--- config.mk ---
export PLATFORM = sky130hd
export DESIGN_NAME = dpbh_project
export DESIGN_NICKNAME = d
export VERILOG_FILES = /design/src/rtl/core/dpbh_pkg.sv /design/src/rtl/core/dpbh_project.sv
export SDC_FILE = /design/constraint.sdc
export NUM_CORES = 2
export LEC_CHECK = 0
export ABC_AREA = 1
export BUFFER_PORTS_ARGS = -buffer_cell sky130_fd_sc_hd__buf_2
export CAP_MARGIN = 20
export CORE_MARGIN = 1
export CORE_UTILIZATION = 50
export DETAILED_ROUTE_END_ITERATION = 10
export PLACE_DENSITY = 0.73
export SYNTH_ARGS = -nofsm -noshare
export SYNTH_HDL_FRONTEND = slang
export SYNTH_SLANG_ARGS = --single-unit
--- constraint.sdc ---
create_clock -name clk -period 7.52 [get_ports clk]
set_input_delay 1.504 -clock clk [delete_from_list [all_inputs] [get_ports clk]]
set_output_delay 1.504 -clock clk [all_outputs]
set_load 0.01 [all_outputs]
--- src/rtl/core/dpbh_pkg.sv ---
package dpbh_pkg;

  // Pixel coordinate widths.
  localparam int COL_BITS = 12;
  localparam int ROW_BITS = 12;

  // Each axis has its own projection unit, both sized for the wider coordinate.
  localparam int AXIS_BITS = (COL_BITS > ROW_BITS) ? COL_BITS : ROW_BITS;

  // Fixed field widths.
  localparam int DEPTH_W  = 16;
  localparam int INV_W    = 24;
  localparam int CENTER_W = 16;
  localparam int COORD_W  = 18;
  localparam int WRIST_W  = 3 * COORD_W;
  localparam int RADIUS_W = 16;
  localparam int HAND_W   = 2;

  // The offset magnitude must hold both a shifted pixel and a full centre value.
  localparam int MAG_W   = (AXIS_BITS + 4 > CENTER_W) ? AXIS_BITS + 4 : CENTER_W;
  localparam int OFF_W   = MAG_W + 1;
  localparam int PD_W    = MAG_W + DEPTH_W;
  localparam int PQ_W    = PD_W + INV_W;
  localparam int FRAC_W  = 28;
  localparam int RND_W   = PQ_W + 1;
  localparam int R_W     = RND_W - FRAC_W;

  // Saturation limits for the 18-bit signed coordinates.
  localparam logic [R_W-1:0] SAT_POS = R_W'(131071);
  localparam logic [R_W-1:0] SAT_NEG = R_W'(131072);

  // Pipeline depth split.
  localparam int PROJ_STAGES  = 4;
  localparam int LABEL_STAGES = 2;

  // Configuration register indexes.
  localparam int CFG_IDX_W = 3;
  localparam int CFG_DATA_W = WRIST_W;
  localparam logic [CFG_IDX_W-1:0] REG_INV_FOCAL_X = 3'd0;
  localparam logic [CFG_IDX_W-1:0] REG_INV_FOCAL_Y = 3'd1;
  localparam logic [CFG_IDX_W-1:0] REG_CENTER_X    = 3'd2;
  localparam logic [CFG_IDX_W-1:0] REG_CENTER_Y    = 3'd3;
  localparam logic [CFG_IDX_W-1:0] REG_WRIST_LH    = 3'd4;
  localparam logic [CFG_IDX_W-1:0] REG_WRIST_RH    = 3'd5;
  localparam logic [CFG_IDX_W-1:0] REG_HAND_RADIUS = 3'd6;

  // Hand label codes.
  localparam logic [HAND_W-1:0] HAND_NONE  = 2'd0;
  localparam logic [HAND_W-1:0] HAND_LEFT  = 2'd1;
  localparam logic [HAND_W-1:0] HAND_RIGHT = 2'd2;

  // Register file contents as seen by the datapath.
  typedef struct packed {
    logic [INV_W-1:0]    inv_focal_x;
    logic [INV_W-1:0]    inv_focal_y;
    logic [CENTER_W-1:0] center_x;
    logic [CENTER_W-1:0] center_y;
    logic [WRIST_W-1:0]  wrist_lh;
    logic [WRIST_W-1:0]  wrist_rh;
    logic [RADIUS_W-1:0] hand_radius;
  } cfg_t;

endpackage

--- src/rtl/core/dpbh_project.sv ---
module dpbh_project (
  input  logic                                clk,
  input  logic [dpbh_pkg::PROJ_STAGES-1:0]    en,
  input  logic [dpbh_pkg::AXIS_BITS-1:0]      pix,
  input  logic [dpbh_pkg::CENTER_W-1:0]       center,
  input  logic [dpbh_pkg::INV_W-1:0]          inv,
  input  logic [dpbh_pkg::DEPTH_W-1:0]        depth,
  output logic signed [dpbh_pkg::COORD_W-1:0] coord
);
  import dpbh_pkg::*;

  localparam logic [RND_W-1:0] ROUND_HALF = RND_W'(1) << (FRAC_W - 1);

  logic [OFF_W-1:0] off;
  logic             neg0, neg1, neg2;
  logic [MAG_W-1:0] mag0;
  logic [PD_W-1:0]  prod1;
  logic [PQ_W-1:0]  prod2;
  logic [RND_W-1:0] rnd;
  logic [R_W-1:0]   mag_r;
  logic [COORD_W-1:0] coord_next;

  // Signed Q.4 offset of the pixel from the principal point.
  always_comb begin
    off = OFF_W'({pix, 4'b0000}) - OFF_W'(center);
  end

  // Stage 0: sign and magnitude of the offset.
  always_ff @(posedge clk) begin
    if (en[0]) begin
      neg0 <= off[OFF_W-1];
      mag0 <= off[OFF_W-1] ? MAG_W'(-off) : MAG_W'(off);
    end
  end

  // Stage 1: magnitude times depth. The depth word is the one in stage 0.
  always_ff @(posedge clk) begin
    if (en[1]) begin
      neg1  <= neg0;
      prod1 <= PD_W'(mag0) * PD_W'(depth);
    end
  end

  // Stage 2: times the reciprocal focal length, 28 fraction bits.
  always_ff @(posedge clk) begin
    if (en[2]) begin
      neg2  <= neg1;
      prod2 <= PQ_W'(prod1) * PQ_W'(inv);
    end
  end

  // Round halves away from zero on the magnitude, then saturate and apply the sign.
  always_comb begin
    rnd   = RND_W'(prod2) + ROUND_HALF;
    mag_r = rnd[RND_W-1:FRAC_W];
    if (neg2) begin
      if (mag_r > SAT_NEG) begin
        coord_next = COORD_W'(SAT_NEG);
      end else begin
        coord_next = COORD_W'(-mag_r);
      end
    end else begin
      if (mag_r > SAT_POS) begin
        coord_next = COORD_W'(SAT_POS);
      end else begin
        coord_next = mag_r[COORD_W-1:0];
      end
    end
  end

  // Stage 3: finished coordinate.
  always_ff @(posedge clk) begin
    if (en[3]) begin
      coord <= $signed(coord_next);
    end
  end

endmodule

### Yosys cells after proc, flatten, opt, wreduce, memory -nomap -nowiden

Index checks and enable logic that the tools add are counted.

| operators by class | value |
|---|---|
| add/subtract/negate cells | 4 |
| $mul | 2 |
| muxes and demuxes | 4 |
| order comparisons | 2 |

Operators with widths:

| operator | count |
|---|---|
| adder 56 x 28 -> 57 bit, second input constant | 1 |
| multiplier 32 x 24 -> 56 bit | 1 |
| two-way mux 18 bit | 3 |
| multiplier 16 x 16 -> 32 bit | 1 |
| > comparator 29 x 17 -> 1 bit, second input constant | 1 |
| > comparator 29 x 18 -> 1 bit, second input constant | 1 |
| negator 18 bit | 1 |
| subtractor 16 x 16 -> 17 bit | 1 |
| two-way mux 16 bit | 1 |
| negator 16 bit | 1 |

| word-level totals | value |
|---|---|
| bits in registers | 125 |
| input bits | 73 |
| logic and storage cells | 19 |
| output and inout bits | 18 |

### Longest topological paths before layout

| logic depth | value |
|---|---|
| word-level depth | 4 |
| depth in mapped cells | 31 |

### Worst setup path before layout

Ideal clock, no wire load.

| timing | value |
|---|---|
| path type | input port to flip-flop |
| start | input port inv[3] in the netlist's numbering |
| end | register prod2[46] (data pin) |
| arrival | 6803 ps |
| slack | 452 ps |
| required time | 7255 ps |
| cell stages on the path | 24 |
| cell sequence | clkbuf_1 > nand2_1 > fa_1 > inv_1 > fa_1 > inv_1 > fa_1 > fa_1 > fa_1 > inv_1 > fa_1 > inv_1 > fa_1 > inv_1 > ha_1 > nand2_1 > o21ai_0 > nand2_1 > nand2_1 > inv_1 > o21ai_0 > a21oi_1 > o21ai_0 > xor2_1 |

| on the way | value |
|---|---|
| longest elaborated chain between the ends | 1 |

Ends and longest elaborated chain:

| item | RTL line | text |
|---|---|---|
| start: declaration | dpbh_project.sv:6 | `input logic [dpbh_pkg::INV_W-1:0] inv,` |
| multiplier 32 x 24 -> 56 bit | dpbh_project.sv:48 | `prod2 <= PQ_W'(prod1) * PQ_W'(inv);` |
| end signal: assignment | dpbh_project.sv:48 |  |
| end: declaration | dpbh_project.sv:18 | `logic [PQ_W-1:0] prod2;` |

No other way between the ends.
A chain may end at the register's enable or synchronous reset.

### Final worst setup path

| timing | value |
|---|---|
| start | input port inv[0] in the netlist's numbering |
| end | register prod2[52] (data pin) |

Same word-level chain as after synthesis.

==> Flow_metrics.wiki <==
{| class="wikitable"
! Metric !! Value
|-
| Top achievable clock speed || approximately 140 MHz
|-
| Layout Area Growth over Synthesis || 7.98%
|-
| Xor and xnor fraction of the mapped netlist area || about 1.7%
|-
| Number of setup buffers added after CTS || 0
|-
| Initial standard-cell utilization of the core || between 50 and 60%
|-
| Clk_skew || between 0.015 and 0.02 ns
|-
| Global placer's final weighted congestion || ~0.93
|-
| CTS tree || done
|-
| H-Tree Level Count || 3
|-
| Data arrival time of the critical path || ~7.4 ns
|-
| Post-detailed-placement half-perimeter wirelength || between 80 and 90 mm
|-
| Pre-Repair DR Iteration Count || 6
|-
| Count of input and output buffers || 90
|-
| Shortest period the worst path allows || a little over 7 ns
|-
| Largest family of logic cells by synthesized area || adder cells
|-
| Multi-input combinational cell area || 30,600 um^2
|-
| Area of the core region || slightly below 80,000 um^2
|-
| Post-synthesis compound-gate area fraction || 3.61%
|-
| Largest net degree at the start of global routing || 34
|-
| Number of storage elements in the synthesis netlist || between 90 and 100
|-
| Post-Synth Adder-Cell Area || approximately 52%
|-
| Nature of the critical path startpoint || input port
|-
| Post-place setup slack || -0.419 ns
|-
| Post-synthesis sequential area ratio || between 7 and 8%
|-
| Final count of pins violating max slew || 0
|-
| Largest cells by area after synthesis || fa_1, inv_1, nand2_1
|-
| Seq. cell area || 2940 um^2
|-
| Hold-fix buffers at CTS || 0
|-
| Antenna Violating Nets Remaining || 0
|-
| Fraction of synthesized cell area taken by the top area cell type || approximately 42%
|-
| Clock transition time at the flip-flop clock pins of the worst setup and hold paths || approximately 0.08 ns
|-
| Die height || between 200 and 300 um
|-
| Worst skew pair latency || approximately 0.40 ns
|-
| Maxcap violations || 0
|-
| Worst path required time || around 7.7 ns
|-
| Max FO, Critical Path || 14
|-
| Setup slack of the critical path after layout || just over 0.3 ns
|-
| Synthesized Nets || 6,501
|-
| Cell accounting for the most synthesized area || fa_1
|-
| Post-detailed-routing wire length || just over 100 mm
|-
| CTS buffer count || 9
|-
| Violation count after the first detailed-routing iteration || between 2,000 and 2,500
|-
| Mean routed wirelength per cell || between 15 and 20 um
|-
| Most frequent cell after synthesis || inv_1
|-
| Most instantiated flip-flop cell in the synthesis netlist || edfxtp_1
|-
| Vias after detailed routing || ~33,000
|-
| Root Buffer Master || clkbuf_16
|-
| Nets || between 6,000 and 7,000
|-
| Final hold viol count || 0
|-
| EDFF count, synth || 98
|-
| Final setup violation count || 0
|-
| Filler cell count || approximately 7,500
|-
| Result of the run || completed
|-
| Number of antenna violations at the first check in global routing || 9
|-
| Endpoint class of the critical path || register
|-
| First-pass GRT wire length || approximately 170 mm
|-
| Area fraction in and, or, nand and nor cells after synthesis || about a fifth
|-
| Via count of the first global-routing pass || 34,800
|-
| Headroom to the max-slew limit || 24.3%
|-
| Overall track demand over capacity in global routing || roughly a quarter
|-
| Synthesized area || around 40,000 um^2
|-
| Die outline area || approximately 82,000 um^2
|-
| Mux share of post-synthesis cell area || 0%
|-
| Unrepaired setup endpoints after global routing || false
|-
| Number of top-level pins || about 90
|-
| Remaining global-route overflow || 0
|-
| Width of the chip || about 290 um
|-
| Fraction of layout instances using a drive strength above 1 || ~7%
|-
| Post-route clock period utilization || a little over nine tenths
|-
| Fraction of registers with async set/reset || 0%
|-
| Routed vias/inst || ~5
|-
| Number of distinct standard cells referenced by the synthesized netlist || 43
|-
| Residual DRC || 0
|-
| Gate count after technology mapping || ~5,300
|-
| Max clock buf depth || 2
|-
| Top cell types by occurrence after synthesis || inv_1, nand2_1, fa_1, ha_1, nor2_1
|-
| TritonCTS sink count || 98
|-
| Transition time at the pin with the least slew margin || 1.14 ns
|-
| Synthesized area per cell || ~7.6 um^2
|-
| Core Rows || around 100
|-
| Count of yosys warnings during synthesis || 0
|-
| Worst Path Class, Setup || in2reg
|-
| Min-Delay Path Class || reg2reg
|}
[cells in the final DEF (no fill, tap or decap), types with 10 or more instances in the layout]
| master | synthesis | final |
|---|---|---|
| a21oi_1 | 124 | 124 |
| buf_12 | 1 | 19 |
| buf_2 | 0 | 84 |
| buf_4 | 1 | 201 |
| edfxtp_1 | 98 | 98 |
| fa_1 | 851 | 851 |
| ha_1 | 298 | 297 |
| inv_1 | 1578 | 1578 |
| nand2_1 | 1486 | 1486 |
| nand2_2 | 23 | 23 |
| nand3_1 | 102 | 101 |
| nand3_2 | 9 | 10 |
| nand4_1 | 27 | 27 |
| nor2_1 | 202 | 201 |
| nor2_2 | 9 | 10 |
| nor3_1 | 21 | 21 |
| o21a_1 | 11 | 11 |
| o21ai_0 | 75 | 73 |
| o21bai_1 | 16 | 16 |
| xnor2_1 | 25 | 25 |
| xor2_1 | 49 | 49 |
[flip-flops by register name, indices dropped and copies added, names as in the netlist]
| register | flops |
|---|---|
| neg1 | 1 |
| mag0 | 16 |
| neg2 | 1 |
| prod2 | 29 |
| prod1 | 32 |
| neg0 | 1 |
| coord | 18 |
[metal layers]
| layer | vias up | track usage, % | part of all wire [%] |
|---|---|---|---|
| met1 | 16000 | 32.2 | 39 |
| met4 | 12 | 7.94 | 2.8 |
| met5 | - | 0 | 0.071 |
| met3 | 226 | 4.16 | 7.1 |
| li1 | 15200 | - | - |
| met2 | 1158 | 47.7 | 51 |
[repair_timing]
| item | CTS | global route |
|---|---|---|
| endpoints found under the setup margin | 1 | 18 |
| pin swaps | 0 | 0 |
| resized for setup | 1 | 12 |
| hold endpoints to repair | 0 | 0 |
[worst paths after layout]
| kind | slack (ns) | cells past startpoint | end | startpoint |
|---|---|---|---|---|
| setup / recovery | 0.30 | 24 | prod2[52] | inv[0] |
| hold / removal | 0.50 | 0 | neg1 | neg0 |
| setup reg to reg | 0.65 | 22 | prod2[52] | prod1[28] |
| hold reg to reg | 0.50 | 0 | neg1 | neg0 |
[area by class of cell]
type / instances / area share [%]
multi-input combinational: 3395 / 70.4
inverter: 1579 / 13.6
sequential: 98 / 6.76
timing repair buffer: 310 / 5.42
tap: 1050 / 3.02
clock buffer: 9 / 0.518
clock inverter: 7 / 0.233
antenna: 2 / 0.0115
[cells by family (layout without fill, tap and decap cells)]
| family | Yosys count | in the layout |
|---|---|---|
| AO/OA/AOI/OAI | 261 | 261 |
| XOR/XNOR | 75 | 75 |
| adder cells (fa/ha/maj) | 1149 | 1149 |
| buffers and inverters | 1786 | 1905 |
| flip-flops | 98 | 98 |
| other | 0 | 2 |
| AND/OR/NAND/NOR | 1910 | 1910 |
[metrics by stage]
step	setup TNS [ns]	instance area [um^2]	util (%)	instances	hold slack, ns
5_1_grt	0	43500	54.8	6448	0.510
4_1_cts	0	43500	54.8	6448	0.497
3_3_place_gp	-5.38	43100	54.3	6432	0.460
6_report	0	43500	54.8	6450	0.503
3_5_place_dp	-6.61	43100	54.3	6432	0.469
2_1_floorplan	0	40300	-	5279	0.400
[critical path: stages]
cell and delay (ns):
clkbuf_4 0.19, buf_12 0.18, nand2_1 0.08, inv_1 0.07, fa_1 0.51, fa_1 0.55
inv_1 0.06, fa_1 0.53, fa_1 0.52, inv_1 0.06, fa_1 0.49, fa_1 0.52
inv_1 0.05, fa_1 0.48, inv_1 0.04, ha_1 0.32, a21oi_1 0.18, o21ai_0 0.17
a21oi_1 0.31, o21ai_0 0.17, a31oi_1 0.21, nand2_1 0.08, nand2_1 0.06, nand2_1 0.04
Power is not shown: default switching activity piles up to over one toggle a cycle in this logic, so the estimate is an artifact.
