### config.mk
export PLATFORM = sky130hd
export DESIGN_NAME = dpbh_cfg
export DESIGN_NICKNAME = d
export VERILOG_FILES = /design/src/rtl/core/dpbh_pkg.sv /design/src/rtl/core/dpbh_cfg.sv
export SDC_FILE = /design/constraint.sdc
export NUM_CORES = 1
export LEC_CHECK = 0
export BUFFER_PORTS_ARGS = -buffer_cell sky130_fd_sc_hd__buf_4
export CAP_MARGIN = 20
export CORE_MARGIN = 1
export CORE_UTILIZATION = 30
export DETAILED_ROUTE_END_ITERATION = 6
export HOLD_SLACK_MARGIN = 0.05
export PLACE_DENSITY_LB_ADDON = 0.15
export SYNTH_ARGS = -nofsm -noshare
export SYNTH_HDL_FRONTEND = slang
export SYNTH_SLANG_ARGS = --single-unit
### constraint.sdc
create_clock -name clk -period 1.26 [get_ports clk]
set_input_delay 0.189 -clock clk [delete_from_list [all_inputs] [get_ports clk]]
set_output_delay 0.189 -clock clk [all_outputs]
set_load 0.05 [all_outputs]
### src/rtl/core/dpbh_pkg.sv
package dpbh_pkg;

  // Pixel coordinate widths.
  localparam int COL_BITS = 12;
  localparam int ROW_BITS = 12;

  // Each axis has its own projection unit, both sized for the wider coordinate.
  localparam int AXIS_BITS = (COL_BITS > ROW_BITS) ? COL_BITS : ROW_BITS;

  // Fixed field widths.
  localparam int DEPTH_W  = 16;
  localparam int INV_W    = 24;
  localparam int CENTER_W = 16;
  localparam int COORD_W  = 18;
  localparam int WRIST_W  = 3 * COORD_W;
  localparam int RADIUS_W = 16;
  localparam int HAND_W   = 2;

  // The offset magnitude must hold both a shifted pixel and a full centre value.
  localparam int MAG_W   = (AXIS_BITS + 4 > CENTER_W) ? AXIS_BITS + 4 : CENTER_W;
  localparam int OFF_W   = MAG_W + 1;
  localparam int PD_W    = MAG_W + DEPTH_W;
  localparam int PQ_W    = PD_W + INV_W;
  localparam int FRAC_W  = 28;
  localparam int RND_W   = PQ_W + 1;
  localparam int R_W     = RND_W - FRAC_W;

  // Saturation limits for the 18-bit signed coordinates.
  localparam logic [R_W-1:0] SAT_POS = R_W'(131071);
  localparam logic [R_W-1:0] SAT_NEG = R_W'(131072);

  // Pipeline depth split.
  localparam int PROJ_STAGES  = 4;
  localparam int LABEL_STAGES = 2;

  // Configuration register indexes.
  localparam int CFG_IDX_W = 3;
  localparam int CFG_DATA_W = WRIST_W;
  localparam logic [CFG_IDX_W-1:0] REG_INV_FOCAL_X = 3'd0;
  localparam logic [CFG_IDX_W-1:0] REG_INV_FOCAL_Y = 3'd1;
  localparam logic [CFG_IDX_W-1:0] REG_CENTER_X    = 3'd2;
  localparam logic [CFG_IDX_W-1:0] REG_CENTER_Y    = 3'd3;
  localparam logic [CFG_IDX_W-1:0] REG_WRIST_LH    = 3'd4;
  localparam logic [CFG_IDX_W-1:0] REG_WRIST_RH    = 3'd5;
  localparam logic [CFG_IDX_W-1:0] REG_HAND_RADIUS = 3'd6;

  // Hand label codes.
  localparam logic [HAND_W-1:0] HAND_NONE  = 2'd0;
  localparam logic [HAND_W-1:0] HAND_LEFT  = 2'd1;
  localparam logic [HAND_W-1:0] HAND_RIGHT = 2'd2;

  // Register file contents as seen by the datapath.
  typedef struct packed {
    logic [INV_W-1:0]    inv_focal_x;
    logic [INV_W-1:0]    inv_focal_y;
    logic [CENTER_W-1:0] center_x;
    logic [CENTER_W-1:0] center_y;
    logic [WRIST_W-1:0]  wrist_lh;
    logic [WRIST_W-1:0]  wrist_rh;
    logic [RADIUS_W-1:0] hand_radius;
  } cfg_t;

endpackage

### src/rtl/core/dpbh_cfg.sv
module dpbh_cfg (
  input  logic                            clk,
  input  logic                            rst,
  input  logic                            cfg_valid,
  input  logic [dpbh_pkg::CFG_IDX_W-1:0]  cfg_index,
  input  logic [dpbh_pkg::CFG_DATA_W-1:0] cfg_data,
  output dpbh_pkg::cfg_t                  cfg
);
  import dpbh_pkg::*;

  // Register file; writes to unused indexes are dropped.
  always_ff @(posedge clk) begin
    if (rst) begin
      cfg.inv_focal_x <= INV_W'(31957);
      cfg.inv_focal_y <= INV_W'(31957);
      cfg.center_x    <= CENTER_W'(5120);
      cfg.center_y    <= CENTER_W'(3840);
      cfg.wrist_lh    <= '0;
      cfg.wrist_rh    <= '0;
      cfg.hand_radius <= '0;
    end else if (cfg_valid) begin
      unique case (cfg_index)
        REG_INV_FOCAL_X: cfg.inv_focal_x <= cfg_data[INV_W-1:0];
        REG_INV_FOCAL_Y: cfg.inv_focal_y <= cfg_data[INV_W-1:0];
        REG_CENTER_X:    cfg.center_x    <= cfg_data[CENTER_W-1:0];
        REG_CENTER_Y:    cfg.center_y    <= cfg_data[CENTER_W-1:0];
        REG_WRIST_LH:    cfg.wrist_lh    <= cfg_data[WRIST_W-1:0];
        REG_WRIST_RH:    cfg.wrist_rh    <= cfg_data[WRIST_W-1:0];
        REG_HAND_RADIUS: cfg.hand_radius <= cfg_data[RADIUS_W-1:0];
        default: ;
      endcase
    end
  end

endmodule

# After elaboration in Yosys (flattened, before gate mapping)
# Cells that the tools add are included.
# classes
n_reduce_logical	8
n_eq_ne	6
# ops
cell	count
$reduce_and A2 Y1	7
$eq A3 B3 Y1 const B	3
$eq A3 B2 Y1 const B	2
$eq A3 B1 Y1 const B	1
$logic_not A3 Y1	1
# totals
ff_bits	204
out_inout_bits	204
word_cells	21
in_bits	60

# Logic depth before layout (Yosys ltp)
# Gate-level depths: netlist of the first run.
# depth
depth_word	2
mapped_depth	5
mapped_depth_nobuf	2

# Worst setup path after synthesis of the first run
# OpenSTA, ideal clock, no wires.
# synth_path
path_kind	input port to flip-flop
start	in cfg_index[0] in the netlist's numbering
end	reg cfg[195] in the netlist's numbering
required_ps	1135
n_path_buf	2
arrival_time_ps	1111
path_slack_ps	23
path_stages	4
setup_ps	125
cell_sequence	or4b_1 buf_6 buf_12 mux2i_1
# synth_via
elab_chain_cells	2
# synth_rtl
item	line_no	rtl
from (decl)	dpbh_cfg.sv:5	input logic [dpbh_pkg::CFG_IDX_W-1:0] cfg_index,
$logic_not A3 Y1	dpbh_cfg.sv:22	unique case (cfg_index)
$reduce_and A2 Y1 (no line)	--	
to (decl)	dpbh_cfg.sv:7	output dpbh_pkg::cfg_t cfg
# Every way passes these cells.
# A chain may end at the register's enable or synchronous reset.

# Final worst setup path of the first run
# layout_path
start	reg cfg[95] in the netlist's numbering
end	out cfg[95] in the netlist's numbering
# No word-level cell between the ends.

==> results.ini, run 1 <==
[setup_path]
reg2reg_depth=2
crit_path_top_delay_cell=dfxtp_1
rr_startpoint=cfg[168]$_SDFFE_PP1P_
r2r_setup_slack_ps=630
critPathMaxStageDelay_ps=360
critPathKind=flop to output port
crit_buf_inv=1
path_cells=buf_6
crit_arrival_ps=1050
required_ps=1070
critPathTopFamily=flip-flops
r2r-end=cfg[168]$_SDFFE_PP1P_
cp_max_fo=2
end_kind=output port
crit_path_start_kind=flop

[synth]
synthDistinctLibCells=15
synth_compound_area_share_pct=0
synth_area_um2=8160
synth-seq-cells=204
yosys_warnings=0
synth_top_area_share_pct=50.0
yosysSeqAreaShare_pct=50.0
synth_fa_ha_area_share_pct=0
synth_nets=809
synth-simple-area-share_pct=21.0
synth_top_family_by_area=multiplexers
synth_area_leaders=dfxtp_1 (50%), mux2i_1 (25%), nand2b_1 (18%)
synth_area_per_cell_um2=10.9
syn_inst=749
synth_top_area_cell=dfxtp_1
synthXorXnorAreaFrac_pct=0
synthMuxAreaShare_pct=25.0

[floorplanning]
initial_utilization_pct=30.5
rows=60
fp.dieH_um=167
core_area_um2=26800
dieWidth_um=167
dieArea_um2=27900
ioPinCount=264

[layout]
fill_cells=2463
n_antenna_cell=0
area_growth_pct=56.8
biggestRegsByFlops=cfg (204)
layout_common_cells=nand2b_1 (232), mux2i_1 (204), buf_6 (189), dfxtp_1 (119), buf_4 (93)
final_common_cell=nand2b_1
largest_reg_flops=204
regMostFlops=cfg
drive_gt1_share_pct=39.1
nNetsFinal=1123

[power]
p_sw_w=0.00384
peakVddDrop_mv=0.728
pwr-share-comb_pct=12.4
switching_share_pct=25.1
p_leak_nw=5.93
intPower_w=0.0114
clockPowerShare_pct=43.7
power.density_nw_per_um2=1190
p_seq_share_pct=43.9

[timing]
fin_ws_ps=23.0
tightest_slew_ps=461
finalClockSkew_ps=0
max_slew_margin_pct=69.3
finalCritPeriodShare_pct=98.2
max_freq_mhz=808
whs_ps=103
setup_tns_ps=0
setup_viol=0
hold_viol=0
min_period_ps=1240
slew_viol_final=0

[grt]
grt_pass1_vias=6356
grt_pass1_wl_um=36600
grt_use_total_pct=16.7
grt_max_degree=41
antenna_found_initial=0
grt_overflow=0

[worst_hold_path]
hold_end=cfg[197]$_SDFFE_PP0P_
min_path_cells=3
hold_start=rst
hold_class=input port to flop

[route]
first_pass_iters=6
ant_nets=0
wl_um=23600
dr.first_iter.drc_count=197
vias=6231
wl_per_cell_um=16.6
drc_errors=2
avgViaCountPerCell=4.38

[clocking]
cts_max_path_buffers=3
cts_root_buffer=clkbuf_16
numCtsBuffers=24
cts_setup_buffers=0
clk_latency_ps=510
cts.htree.levels=1
cts.sinks=204
cts_tree=built
clkTransAtPathRegs_ps=60

[placed_design]
place_congestion=0.710
io_buffers=263
place_ws_ps=-132
hpwl_um=16400

[run_status]
status=finished, violations left
violations=design-rule violations

[run]
drv_cap=0

## final cells by class
cell class	count	area, um2	share of cell area, %
repair buffers	347	3620	28.3
clock buffers	38	734	5.74
clock inverters	5	30.0	0.235
flip-flops and latches	204	4190	32.7
well taps	341	427	3.33
multi-input cells	486	3800	29.7
## power by group through the flow
| stage | Combinational, W | Clock, W | Sequential (W) |
|---|---|---|---|
| 3_3_place_gp | 0.00170 | 0 | 0.00681 |
| 5_1_grt | 0.00200 | 0.00716 | 0.00672 |
| 4_1_cts | 0.00189 | 0.00690 | 0.00669 |
| 2_1_floorplan | 0.000559 | 0 | 0.00730 |
| 6_report | 0.00189 | 0.00668 | 0.00671 |
| 3_5_place_dp | 0.00171 | 0 | 0.00681 |
## worst max path at each step
stage	startpoint	end	slack, ps	cells after the start
finish	cfg[95]$_SDFFE_PP0P_	cfg[95]	20	1
CTS	cfg[57]$_SDFFE_PP0P_	cfg[57]	0.1	1
detailed placement	cfg_index[2]	cfg[108]$_SDFFE_PP0P_	-130	5
floorplan	cfg_index[0]	cfg[195]$_SDFFE_PP0P_	20	4
global placement	cfg_index[2]	cfg[121]$_SDFFE_PP0P_	-120	5
global route	cfg[31]$_SDFFE_PP0P_	cfg[31]	-5	1
## cell usage after synthesis
library cell / count
and4b_1: 1
buf_12: 1
buf_2: 15
buf_4: 8
buf_6: 5
clkbuf_1: 30
dfxtp_1: 204
mux2i_1: 204
nand2b_1: 232
nand4b_1: 3
nand4bb_1: 3
nor2_1: 38
nor4b_1: 1
nor4bb_1: 3
or4b_1: 1
## cells by family after synthesis
group,after synthesis
buf+inv,59
mux,204
simple gates,282
flops,204
## worst register-to-register path, delay by kind of cell (launching register included)
kind | cells | cell delay, ps
flip-flops | 1 | 330
multiplexers | 1 | 80
AND/OR/NAND/NOR | 1 | 110
## metrics by stage
| step | utilization [%] | power [W] | cells | instance area [um2] |
|---|---|---|---|---|
| final | 47.8 | 0.0153 | 1421 | 12800 |
| after global routing | 47.8 | 0.0159 | 1421 | 12800 |
| after CTS | 46.4 | 0.0155 | 1421 | 12400 |
| after detailed placement | 40.0 | 0.00852 | 1327 | 10700 |
| after global placement | 40.0 | 0.00852 | 1327 | 10700 |
| after floorplan | - | 0.00786 | 749 | 8160 |
## routing by layer
metal  vias up  wire length, um  GRT usage, %
li1       3108                -             -
met1      2905            10400          20.6
met2       180            11100          28.2
met3        38             1530          4.59
met4         0              523          4.75
met5         -                0             0
## what timing repair did
action	4_1_cts	5_1_grt
hold endpoints to repair	118	0
gates resized for setup	125	148
hold buffers	51	0
endpoints found under the setup margin	111	139
pin swaps	0	0
(Power assumes the default switching activity.)
==> inputs of run 2 (changes only) <==
==> constraint.sdc (replaced) <==
create_clock -name clk -period 1.26 [get_ports clk]
set_input_delay 0.252 -clock clk [delete_from_list [all_inputs] [get_ports clk]]
set_output_delay 0.252 -clock clk [all_outputs]
set_load 0.05 [all_outputs]
==> results.ini, run 2 (same netlist as run 1, synthesis figures left out) <==
[layout]
biggestRegsByFlops=cfg (204)
nNetsFinal=1179  ; +5.0%
drive_gt1_share_pct=53.5  ; +14 points
n_antenna_cell=0  ; unchanged
stdcell_count=1477  ; +3.9%
regMostFlops=cfg
fill_cells=2368  ; -3.9%
area_growth_pct=73.4
final_common_cell=nand2b_1
layout_common_cells=nand2b_1 (232), mux2i_1 (204), dfxtp_2 (198), buf_8 (188), buf_4 (145)
largest_reg_flops=204  ; unchanged

[clocking]
clk_latency_ps=500  ; about the same
numCtsBuffers=24  ; unchanged
cts.htree.levels=1  ; unchanged
cts_root_buffer=clkbuf_16
clkTransAtPathRegs_ps=60  ; about the same
cts_max_path_buffers=3  ; unchanged
cts_tree=built
cts.sinks=204  ; unchanged

[route]
wl_met1_um=10700  ; +2.8%
wl_per_cell_um=16.8  ; +0.87%
maxUsedRoutingLayer=met4
vias=6465  ; +3.8%
avgViaCountPerCell=4.38  ; -0.18%
ant_nets=0  ; unchanged
dr_wl_met3_um=1740  ; +13%
wl_met2_um=12000  ; +7.3%
wl_um=24800  ; +4.8%
dr.first_iter.drc_count=199  ; +1.0%
first_pass_iters=4  ; -2
drc_errors=0  ; -2

[placed_design]
place_congestion=0.726  ; +2.3%
place_ws_ps=-201  ; -69.2 ps
hpwl_um=16200  ; -1.0%
place_inst=1329  ; +0.15%
io_buffers=263  ; unchanged

[setup_path]
crit_path_start_kind=flop
reg2reg_depth=4  ; +2
crit_buf_inv=1  ; unchanged
end_kind=output port
crit_arrival_ps=1020  ; -30 ps
cp_max_fo=2  ; unchanged
critPathMaxStageDelay_ps=370  ; about the same
r2r-end=cfg[35]$_SDFFE_PP0P_
worstSetupStartpoint=cfg[135]$_SDFFE_PP1P_
path_cells=buf_8
crit_path_top_delay_cell=dfxtp_4
critPathKind=flop to output port
r2r_setup_slack_ps=450  ; -180 ps
crit_cells=1  ; unchanged
crit_end=cfg[135]
required_ps=1010  ; -60 ps
critPathTopFamily=flip-flops
rr_startpoint=cfg[35]$_SDFFE_PP0P_

[floorplanning]
rows=60  ; unchanged
fp.dieH_um=167  ; unchanged
ioPinCount=264  ; unchanged
initial_utilization_pct=30.5  ; unchanged
core_area_um2=26800  ; unchanged
dieArea_um2=27900  ; unchanged
dieWidth_um=167  ; unchanged

[grt]
grt_overflow=0  ; unchanged
grt_use_total_pct=17.1  ; +0.41 points
grt_max_degree=50  ; +22%
grt_pass1_vias=6539  ; +2.9%
antenna_found_initial=0  ; unchanged
grt_pass1_wl_um=37600  ; +2.8%

[timing]
slew_viol_final=0  ; unchanged
rsz0062_at_grt=true
setup_tns_ps=-94.3  ; -94.3 ps
max_freq_mhz=786  ; -2.8%
min_period_ps=1270  ; +35.8 ps
finalClockSkew_ps=0  ; unchanged
fin_ws_ps=-12.8  ; -35.8 ps
setup_viol=20  ; +20
max_slew_margin_pct=71.6  ; +2.4 points
finalCritPeriodShare_pct=101  ; +2.8 points
tightest_slew_ps=426  ; -35.4 ps
hold_viol=0  ; unchanged

[run_status]
violations=negative setup slack
status=finished, violations left

[run]
drv_cap=0  ; unchanged

[power]
power.density_nw_per_um2=1120  ; -5.9%
peakVddDrop_mv=0.804  ; +10%
p_leak_nw=6.54  ; +10%

[worst_hold_path]
hold_class=input port to flop

run 2: through the flow:
step	hold WS, ps	total power (W)	util (%)	instance area, um2
3_3_place_gp	458	0.00852	40.0	10700
2_1_floorplan	419	0.00786	-	8170
6_report	73.0	0.0159	52.8	14200
4_1_cts	52.0	0.0161	51.2	13700
3_5_place_dp	461	0.00852	40.0	10700
5_1_grt	64.7	0.0165	52.8	14200
run 2: power by group:
part / switching [W] / internal, W
clock network: 0.00272 / 0.00438
registers: 0.000128 / 0.00661
logic: 0.00106 / 0.000987
total: 0.00391 / 0.0120
run 2: cell type report:
type,count,area (um2),share of cell area (%)
clock buffers,38,734,5.19
multi-input cells,486,3810,26.9
clock inverters,5,77.6,0.548
repair buffers,403,4750,33.6
flip-flops and latches,204,4350,30.8
well taps,341,427,3.01
run 2: timing repair:
| action | CTS | global route |
|---|---|---|
| hold buffers | 41 | 0 |
| resized for setup | 569 | 33 |
| setup buffers | 24 | 40 |
| setup endpoints to repair | 204 | 204 |
| hold endpoints to repair | 78 | 0 |
run 2: worst min path at each step:
stage / startpoint / endpoint / cells after the start
floorplan: cfg_data[8] / cfg[132]$_SDFFE_PP1P_ / 2
global placement: cfg[188]$_SDFFE_PP0P_ / cfg[188]$_SDFFE_PP0P_ / 2
detailed placement: cfg[144]$_SDFFE_PP0P_ / cfg[144]$_SDFFE_PP0P_ / 2
CTS: cfg_data[10] / cfg[134]$_SDFFE_PP1P_ / 3
global route: cfg_data[10] / cfg[150]$_SDFFE_PP1P_ / 3
finish: cfg_data[10] / cfg[134]$_SDFFE_PP1P_ / 3
run 2: worst reg2reg max path: cells and delay by family, from the launching register on:
kind / cells / cell delay [ps]
and+or+nand+nor: 1 / 60
buffers and inverters: 2 / 240
muxes: 1 / 60
DFF: 1 / 330
run 2: metal layers:
| metal | global-route usage (%) | vias to the layer above |
|---|---|---|
| met5 | 0 | - |
| met4 | 3.86 | 0 |
| met3 | 4.75 | 25 |
| met2 | 29.3 | 182 |
| met1 | 21.1 | 3056 |
| li1 | - | 3202 |
